### config.mk
export PLATFORM = sky130hd
export DESIGN_NAME = key_value_line_scanner_top
export DESIGN_NICKNAME = d
export VERILOG_FILES = /design/src/design/kvls_pkg.sv /design/src/design/key_value_line_scanner_top.sv /design/src/design/kvls_scan.sv
export SDC_FILE = /design/constraint.sdc
export NUM_CORES = 1
export LEC_CHECK = 0
export BUFFER_PORTS_ARGS = -buffer_cell sky130_fd_sc_hd__buf_2
export CAP_MARGIN = 10
export CORE_UTILIZATION = 44
export CTS_CLUSTER_DIAMETER = 50
export CTS_CLUSTER_SIZE = 14
export DETAILED_ROUTE_END_ITERATION = 8
export PLACE_DENSITY = 0.74
export SETUP_SLACK_MARGIN = 0.3
export SYNTH_ARGS = -nofsm -noshare
export SYNTH_HDL_FRONTEND = slang
export SYNTH_SLANG_ARGS = --single-unit
### constraint.sdc
create_clock -name clk -period 2.2 [get_ports clk]
set_input_delay 0.33 -clock clk [delete_from_list [all_inputs] [get_ports clk]]
set_output_delay 0.33 -clock clk [all_outputs]
set_load 0.03 [all_outputs]
### src/design/kvls_pkg.sv
// Shared types, character codes and status codes for the key/value line scanner.
package kvls_pkg;

  localparam int MaxLineDefault = 255;

  localparam logic [7:0] ChrNul   = 8'h00;
  localparam logic [7:0] ChrHash  = 8'h23;
  localparam logic [7:0] ChrColon = 8'h3A;

  localparam logic [1:0] StatusIgnore  = 2'd0;
  localparam logic [1:0] StatusKeyVal  = 2'd1;
  localparam logic [1:0] StatusNoColon = 2'd2;

  typedef struct packed {
    logic       too_long;
    logic [7:0] value_len;
    logic [7:0] value_start;
    logic [7:0] key_len;
    logic [7:0] indent;
    logic [1:0] status;
  } kvls_result_t;

  // Space, form feed, line feed, carriage return, horizontal and vertical tab.
  function automatic logic is_blank(input logic [7:0] c);
    return (c == 8'h20) || (c == 8'h0C) || (c == 8'h0A) || (c == 8'h0D) ||
           (c == 8'h09) || (c == 8'h0B);
  endfunction

endpackage

### src/design/key_value_line_scanner_top.sv
// Terminator path: input register, scanner, result register, then out_*.
// Throughput: one input beat per cycle unless stalled; scanner updates per character.
// The only stall is a terminator meeting a full result register that is not being taken.
// Reset (rst_n low at a clock edge, synchronous) empties both registers and returns the
// scanner to the leading-blank phase with every position counter at zero.
module key_value_line_scanner_top
  import kvls_pkg::*;
#(
  parameter int MAX_LINE = MaxLineDefault
) (
  input  logic        clk,
  input  logic        rst_n,
  // Input stream: one character per beat, tlast marks the terminator beat.
  input  logic        in_tvalid,
  output logic        in_tready,
  input  logic [7:0]  in_tdata,   // [7:0] character
  input  logic        in_tlast,   // line_end
  // Result stream: one beat per line.
  output logic        out_tvalid,
  input  logic        out_tready,
  output logic [39:0] out_tdata,  // [1:0] status, [9:2] indent, [17:10] key_len,
                                  // [25:18] value_start, [33:26] value_len, zero pad
  output logic        out_tuser   // too_long
);

  // Input register: holds one accepted beat in front of the scanner.
  logic       in_valid_r;
  logic [7:0] in_char_r;
  logic       in_end_r;

  // Result register: holds a finished result until the downstream side takes it.
  logic         out_valid_r;
  kvls_result_t out_res_r;

  kvls_result_t scan_res;
  logic         out_free;
  logic         step;

  // The result register can be loaded when it is empty or is emptied this cycle.
  assign out_free = !out_valid_r || out_tready;

  // Ordinary characters always advance; a terminator needs room for its result.
  assign step      = in_valid_r && (!in_end_r || out_free);
  assign in_tready = !in_valid_r || step;

  kvls_scan #(
    .MAX_LINE(MAX_LINE)
  ) u_scan (
    .clk        (clk),
    .rst_n      (rst_n),
    .step_valid (step),
    .step_char  (in_char_r),
    .step_end   (in_end_r),
    .result     (scan_res)
  );

  always_ff @(posedge clk) begin
    if (!rst_n) begin
      in_valid_r <= 1'b0;
    end else if (in_tready) begin
      in_valid_r <= in_tvalid;
    end
  end

  always_ff @(posedge clk) begin
    if (in_tready && in_tvalid) begin
      in_char_r <= in_tdata;
      in_end_r  <= in_tlast;
    end
  end

  always_ff @(posedge clk) begin
    if (!rst_n) begin
      out_valid_r <= 1'b0;
    end else if (step && in_end_r) begin
      out_valid_r <= 1'b1;
    end else if (out_tready) begin
      out_valid_r <= 1'b0;
    end
  end

  always_ff @(posedge clk) begin
    if (step && in_end_r) begin
      out_res_r <= scan_res;
    end
  end

  assign out_tvalid = out_valid_r;
  assign out_tdata  = {6'b0, out_res_r.value_len, out_res_r.value_start,
                       out_res_r.key_len, out_res_r.indent, out_res_r.status};
  assign out_tuser  = out_res_r.too_long;

endmodule

### src/design/kvls_scan.sv
// Phase machine and position counters that follow one line, one character a step.
module kvls_scan
  import kvls_pkg::*;
#(
  parameter int MAX_LINE = MaxLineDefault
) (
  input  logic         clk,
  input  logic         rst_n,
  input  logic         step_valid,
  input  logic [7:0]   step_char,
  input  logic         step_end,
  output kvls_result_t result
);

  localparam int PW = $clog2(MAX_LINE + 1);
  localparam logic [PW-1:0] MaxPos = PW'(MAX_LINE);

  localparam logic [2:0] PhLead    = 3'd0;
  localparam logic [2:0] PhKey     = 3'd1;
  localparam logic [2:0] PhVLead   = 3'd2;
  localparam logic [2:0] PhValue   = 3'd3;
  localparam logic [2:0] PhIgnore  = 3'd4;
  localparam logic [2:0] PhNoColon = 3'd5;
  localparam logic [2:0] PhDone    = 3'd6;

  logic [2:0]    phase_r, phase_nxt;
  logic [PW-1:0] pos_r, pos_nxt;
  logic [PW-1:0] indent_r, indent_nxt;
  logic [PW-1:0] key_end_r, key_end_nxt;
  logic [PW-1:0] val_begin_r, val_begin_nxt;
  logic [PW-1:0] val_end_r, val_end_nxt;
  logic          ovf_r, ovf_nxt;

  logic [PW-1:0] at, fin;
  logic          blank;
  logic [PW-1:0] key_len_w, val_len_w;

  function automatic logic [7:0] clamp8(input logic [PW-1:0] v);
    logic [16:0] vx;
    vx = 17'(v);
    return (vx > 17'd255) ? 8'hFF : vx[7:0];
  endfunction

  assign blank = is_blank(step_char);

  always_comb begin
    phase_nxt     = phase_r;
    pos_nxt       = pos_r;
    indent_nxt    = indent_r;
    key_end_nxt   = key_end_r;
    val_begin_nxt = val_begin_r;
    val_end_nxt   = val_end_r;
    ovf_nxt       = ovf_r;
    if (pos_r >= MaxPos) begin
      at  = MaxPos;
      fin = MaxPos;
    end else begin
      at  = pos_r;
      fin = pos_r + PW'(1);
    end
    if (step_valid) begin
      if (step_end) begin
        phase_nxt     = PhLead;
        pos_nxt       = '0;
        indent_nxt    = '0;
        key_end_nxt   = '0;
        val_begin_nxt = '0;
        val_end_nxt   = '0;
        ovf_nxt       = 1'b0;
      end else begin
        if (pos_r >= MaxPos) begin
          ovf_nxt = 1'b1;
        end
        pos_nxt = fin;
        unique case (phase_r)
          PhLead: begin
            if (step_char == ChrNul || step_char == ChrHash) begin
              phase_nxt = PhIgnore;
            end else if (blank) begin
              indent_nxt = fin;
            end else if (step_char == ChrColon) begin
              key_end_nxt   = at;
              val_begin_nxt = fin;
              val_end_nxt   = fin;
              phase_nxt     = PhVLead;
            end else begin
              key_end_nxt = fin;
              phase_nxt   = PhKey;
            end
          end
          PhKey: begin
            if (step_char == ChrNul) begin
              phase_nxt = PhNoColon;
            end else if (step_char == ChrColon) begin
              val_begin_nxt = fin;
              val_end_nxt   = fin;
              phase_nxt     = PhVLead;
            end else if (!blank) begin
              key_end_nxt = fin;
            end
          end
          PhVLead: begin
            if (step_char == ChrNul) begin
              phase_nxt = PhDone;
            end else if (blank) begin
              val_begin_nxt = fin;
              val_end_nxt   = fin;
            end else begin
              val_end_nxt = fin;
              phase_nxt   = PhValue;
            end
          end
          PhValue: begin
            if (step_char == ChrNul) begin
              phase_nxt = PhDone;
            end else if (!blank) begin
              val_end_nxt = fin;
            end
          end
          default: begin
          end
        endcase
      end
    end
  end

  // Result for a terminator arriving now, taken from the current state.
  assign key_len_w = key_end_r - indent_r;
  assign val_len_w = val_end_r - val_begin_r;

  always_comb begin
    result              = '0;
    result.too_long     = ovf_r;
    if (phase_r == PhLead || phase_r == PhIgnore) begin
      result.status = StatusIgnore;
    end else if (phase_r == PhKey || phase_r == PhNoColon) begin
      result.status = StatusNoColon;
    end else begin
      result.status      = StatusKeyVal;
      result.indent      = clamp8(indent_r);
      result.key_len     = clamp8(key_len_w);
      result.value_start = clamp8(val_begin_r);
      result.value_len   = clamp8(val_len_w);
    end
  end

  always_ff @(posedge clk) begin
    if (!rst_n) begin
      phase_r     <= PhLead;
      pos_r       <= '0;
      indent_r    <= '0;
      key_end_r   <= '0;
      val_begin_r <= '0;
      val_end_r   <= '0;
      ovf_r       <= 1'b0;
    end else begin
      phase_r     <= phase_nxt;
      pos_r       <= pos_nxt;
      indent_r    <= indent_nxt;
      key_end_r   <= key_end_nxt;
      val_begin_r <= val_begin_nxt;
      val_end_r   <= val_end_nxt;
      ovf_r       <= ovf_nxt;
    end
  end

endmodule
==> implementation parameters <==
Parameter                              Value

Global route
  Antenna violations before repair    0
  Largest net degree at the start of global routing    54
  Number of global-route vias before repair    3361
  Remaining global-route overflow    0
  Total GRT Usage    18.2%
  Wire length of the first global-routing pass    15.9 mm

Clock tree
  Clock tree from TritonCTS    built
  Clock buffer depth    2
  Clock insertion delay at the later pin of the skew report    370 ps
  Clock slew at reported path FFs    90 ps
  H-tree depth    3
  CTS root buffer    sky130_fd_sc_hd__clkbuf_8
  Clk sink count    90
  Clock buffer count from CTS    9

Route
  Total wirelength of the detailed-routed design    9.93 mm
  First-pass iteration count of the detailed router    4
  Via total after detailed routing    3640
  Routed vias/inst    5.22
  Average detailed-routed wire length per instance    14.2 um
  Detailed-route DRC error count    0
  Iteration-0 DRC count of the detailed router    209
  Number of antenna-violating nets in the routed design    0

Power
  Int Power    0.00244 W
  Psw    0.000807 W
  Sequential power share    55.5%
  Switching share of power    24.9%
  Logic gate share of total power    9.2%
  Standby leakage power    2.16 nW
  Proportion of power drawn by the clock network    35.3%
  Peak VDD IR    0.000349 V
  Power Density    558 nW/um2

Logic synthesis
  Post-Synthesis Cells    479
  Post-Syn Area    4710 um2
  Main synth FF type    sky130_fd_sc_hd__dfxtp_1
  Number of enable flip-flop cells after synthesis    44
  Register bit count reported by yosys    90
  Synthesis Warnings    0
  Sequential area share after synthesis    47.6%
  Average cell area after synthesis    9.83 um2
  Cell variety after synth    61
  Proportion of register bits with asynchronous set or reset after synthesis    0%

Timing
  Actual slew at the worst max-slew pin    624 ps
  Worst slew margin relative to its limit    58.3%
  Setup skew after layout    11.8 ps
  Slew Limit Fails    0
  Final critical-path required period    2200 ps
  Total count of hold-check failures in the final report    0
  Maximum clock rate    455 MHz
  Sum of negative setup slack    0 ps
  Final period util    99.8%
  RSZ-0062 raised after global routing    true
  Final setup violation count    0

Floorplan
  Horiz. Die Dim    105 um
  Vertical die dimension    105 um
  Site row count    37
  Number of top-level pins    56
  Core area    10400 um2
  Initial standard-cell utilization of the core    45.4%
  Die area    11100 um2

Layout
  Area overhead of the layout relative to synthesis    23.5%
  Number of nets at the end of the flow    586
  Fraction of layout instances using a drive strength above 1    32.3%
  Antenna diode count    0
  Share of the core filled with cells in the final layout    56.1%
  Final cell count without fillers    697
  FILL cells    925

Critical path
  Arrival time at the worst endpoint    2490 ps
  FF-to-FF path depth    8
  Internal reg-to-reg setup slack    4 ps
  Crit start category    flop
  Reg-to-Reg Start    in_char_r[1]
  Capturing point of the worst reg2reg path    u_scan.val_end_r[7]
  Termination of the worst setup path    u_scan.val_end_r[7]
  Data required time at the worst endpoint    2500 ps
  Origin of the worst setup path    in_char_r[1]
  Type of destination of the critical path    flop
  Class of the most critical setup path    reg -> reg
  Largest fanout of any net on the critical path    8

Run
  Max Cap Viol    0

Worst hold path
  WHS Path Cells    1
  Worst hold path class    in -> reg

Placement
  Final GP Congestion    0.872
  Dpl cells    661
  Total half-perimeter wirelength after legalization and detailed placement    6.92 mm
  Port-buffer cells    49

Status
  Run status    finished clean
-- final cells by class --
type                            count  area, um2  area share, %
Clock buffer                       10        128           2.19
Clock inverter                      6       72.6           1.25
Inverter                           25        103           1.76
Multi-Input combinational cell    333       2450           42.1
Sequential cell                    90       2260           38.8
Tap cell                          136        170           2.93
Timing Repair Buffer               97        637           10.9
-- synthesized netlist by cell type (all sizes together) (15+ instances only) --
library cell / n / area, um2
nand2: 56 / 210
dfxtp: 46 / 921
edfxtp: 44 / 1320
nor2: 42 / 170
mux2i: 30 / 300
inv: 25 / 93.8
a21oi: 21 / 105
buf: 18 / 126
clkbuf: 18 / 67.6
nand3: 16 / 80.1
nor2b: 16 / 100
ha: 15 / 188
-- stage by stage --
step,setup slack [ps],power [W],cell area [um2],hold WS (ps)
6_report,3.57,0.00325,5820,138
5_1_grt,-67.7,0.00337,5820,120
4_1_cts,-6.97,0.00326,5670,121
3_5_place_dp,-74.2,0.00210,5280,427
3_3_place_gp,-24.3,0.00210,5280,413
2_1_floorplan,125,0.00205,4890,409
-- timing repair --
action,CTS,global route
hold buffers,0,0
setup buffers,13,7
endpoints found under the setup margin,42,50
gates cloned,0,0
gates resized for setup,25,23
pin swaps,11,23
-- per-layer routing --
metal  share of wire, %  vias up  global-route usage [%]  wire, um
li1                   -     1822                       -         -
met2                 47       80                    29.7      4670
met3                4.2       13                    3.77       412
met4                1.8        0                    7.55       175
met1                 47     1725                    23.5      4670
met5                  0        -                       0         0
-- worst max-delay path, stage by stage (launching register included) --
cell,delay (ps)
sky130_fd_sc_hd__edfxtp_1,430
sky130_fd_sc_hd__buf_6,150
sky130_fd_sc_hd__or4b_4,530
sky130_fd_sc_hd__a21oi_4,160
sky130_fd_sc_hd__buf_6,110
sky130_fd_sc_hd__o211ai_1,110
sky130_fd_sc_hd__a21oi_2,200
sky130_fd_sc_hd__or4_4,230
sky130_fd_sc_hd__mux2i_1,210
-- power groups by stage --
stage	combinational (W)	clock [W]	sequential [W]
finish	0.000299	0.00115	0.00180
floorplan	0.000180	0	0.00187
global placement	0.000257	0	0.00184
detailed placement	0.000261	0	0.00184
global route	0.000322	0.00124	0.00180
CTS	0.000283	0.00118	0.00180
-- worst min-delay path by stage --
stage / startpoint / end / slack (ps)
6_report: in_tdata[7] / in_char_r[7] / 140
5_1_grt: in_tlast / in_end_r / 120
4_1_cts: in_tdata[6] / in_char_r[6] / 120
3_5_place_dp: u_scan.ovf_r / out_tuser / 430
3_3_place_gp: u_scan.ovf_r / out_tuser / 410
2_1_floorplan: u_scan.ovf_r / out_tuser / 410
-- placed cells by master, fill, tap and decap left out, drive strengths merged, types with 10 or more instances in the layout --
master / Yosys / routed
a21boi: 10 / 10
a21oi: 21 / 21
buf: 18 / 97
clkbuf: 18 / 10
dfxtp: 46 / 46
edfxtp: 44 / 44
ha: 15 / 15
inv: 25 / 27
mux2i: 30 / 30
nand2: 56 / 56
nand2b: 10 / 10
nand3: 16 / 16
nor2: 42 / 42
nor2b: 16 / 16
nor3: 11 / 11
xnor2: 11 / 11
-- sequential cells by signal, indices dropped and copies added, names as in the netlist --
name / count
u_scan.key_end_r: 8
in_end_r: 1
in_valid_r: 1
u_scan.pos_r: 8
u_scan.val_begin_r: 8
in_char_r: 8
u_scan.ovf_r: 1
out_tdata: 34
out_tuser: 1
out_tvalid: 1
u_scan.indent_r: 8
u_scan.phase_r: 3
u_scan.val_end_r: 8
-- kinds of logic (layout without fill, tap and decap cells) --
family	count (synthesis)	after routing	share of synthesized area, %
simple gates	192	192	20.7
flops	90	90	47.6
compound gates	74	74	11.6
buf+inv	61	138	6.11
mux	30	30	6.38
fa+ha+maj	17	17	4.84
xor+xnor	14	14	2.60
other cells	1	6	0.0796
(Power assumes the default switching activity.)
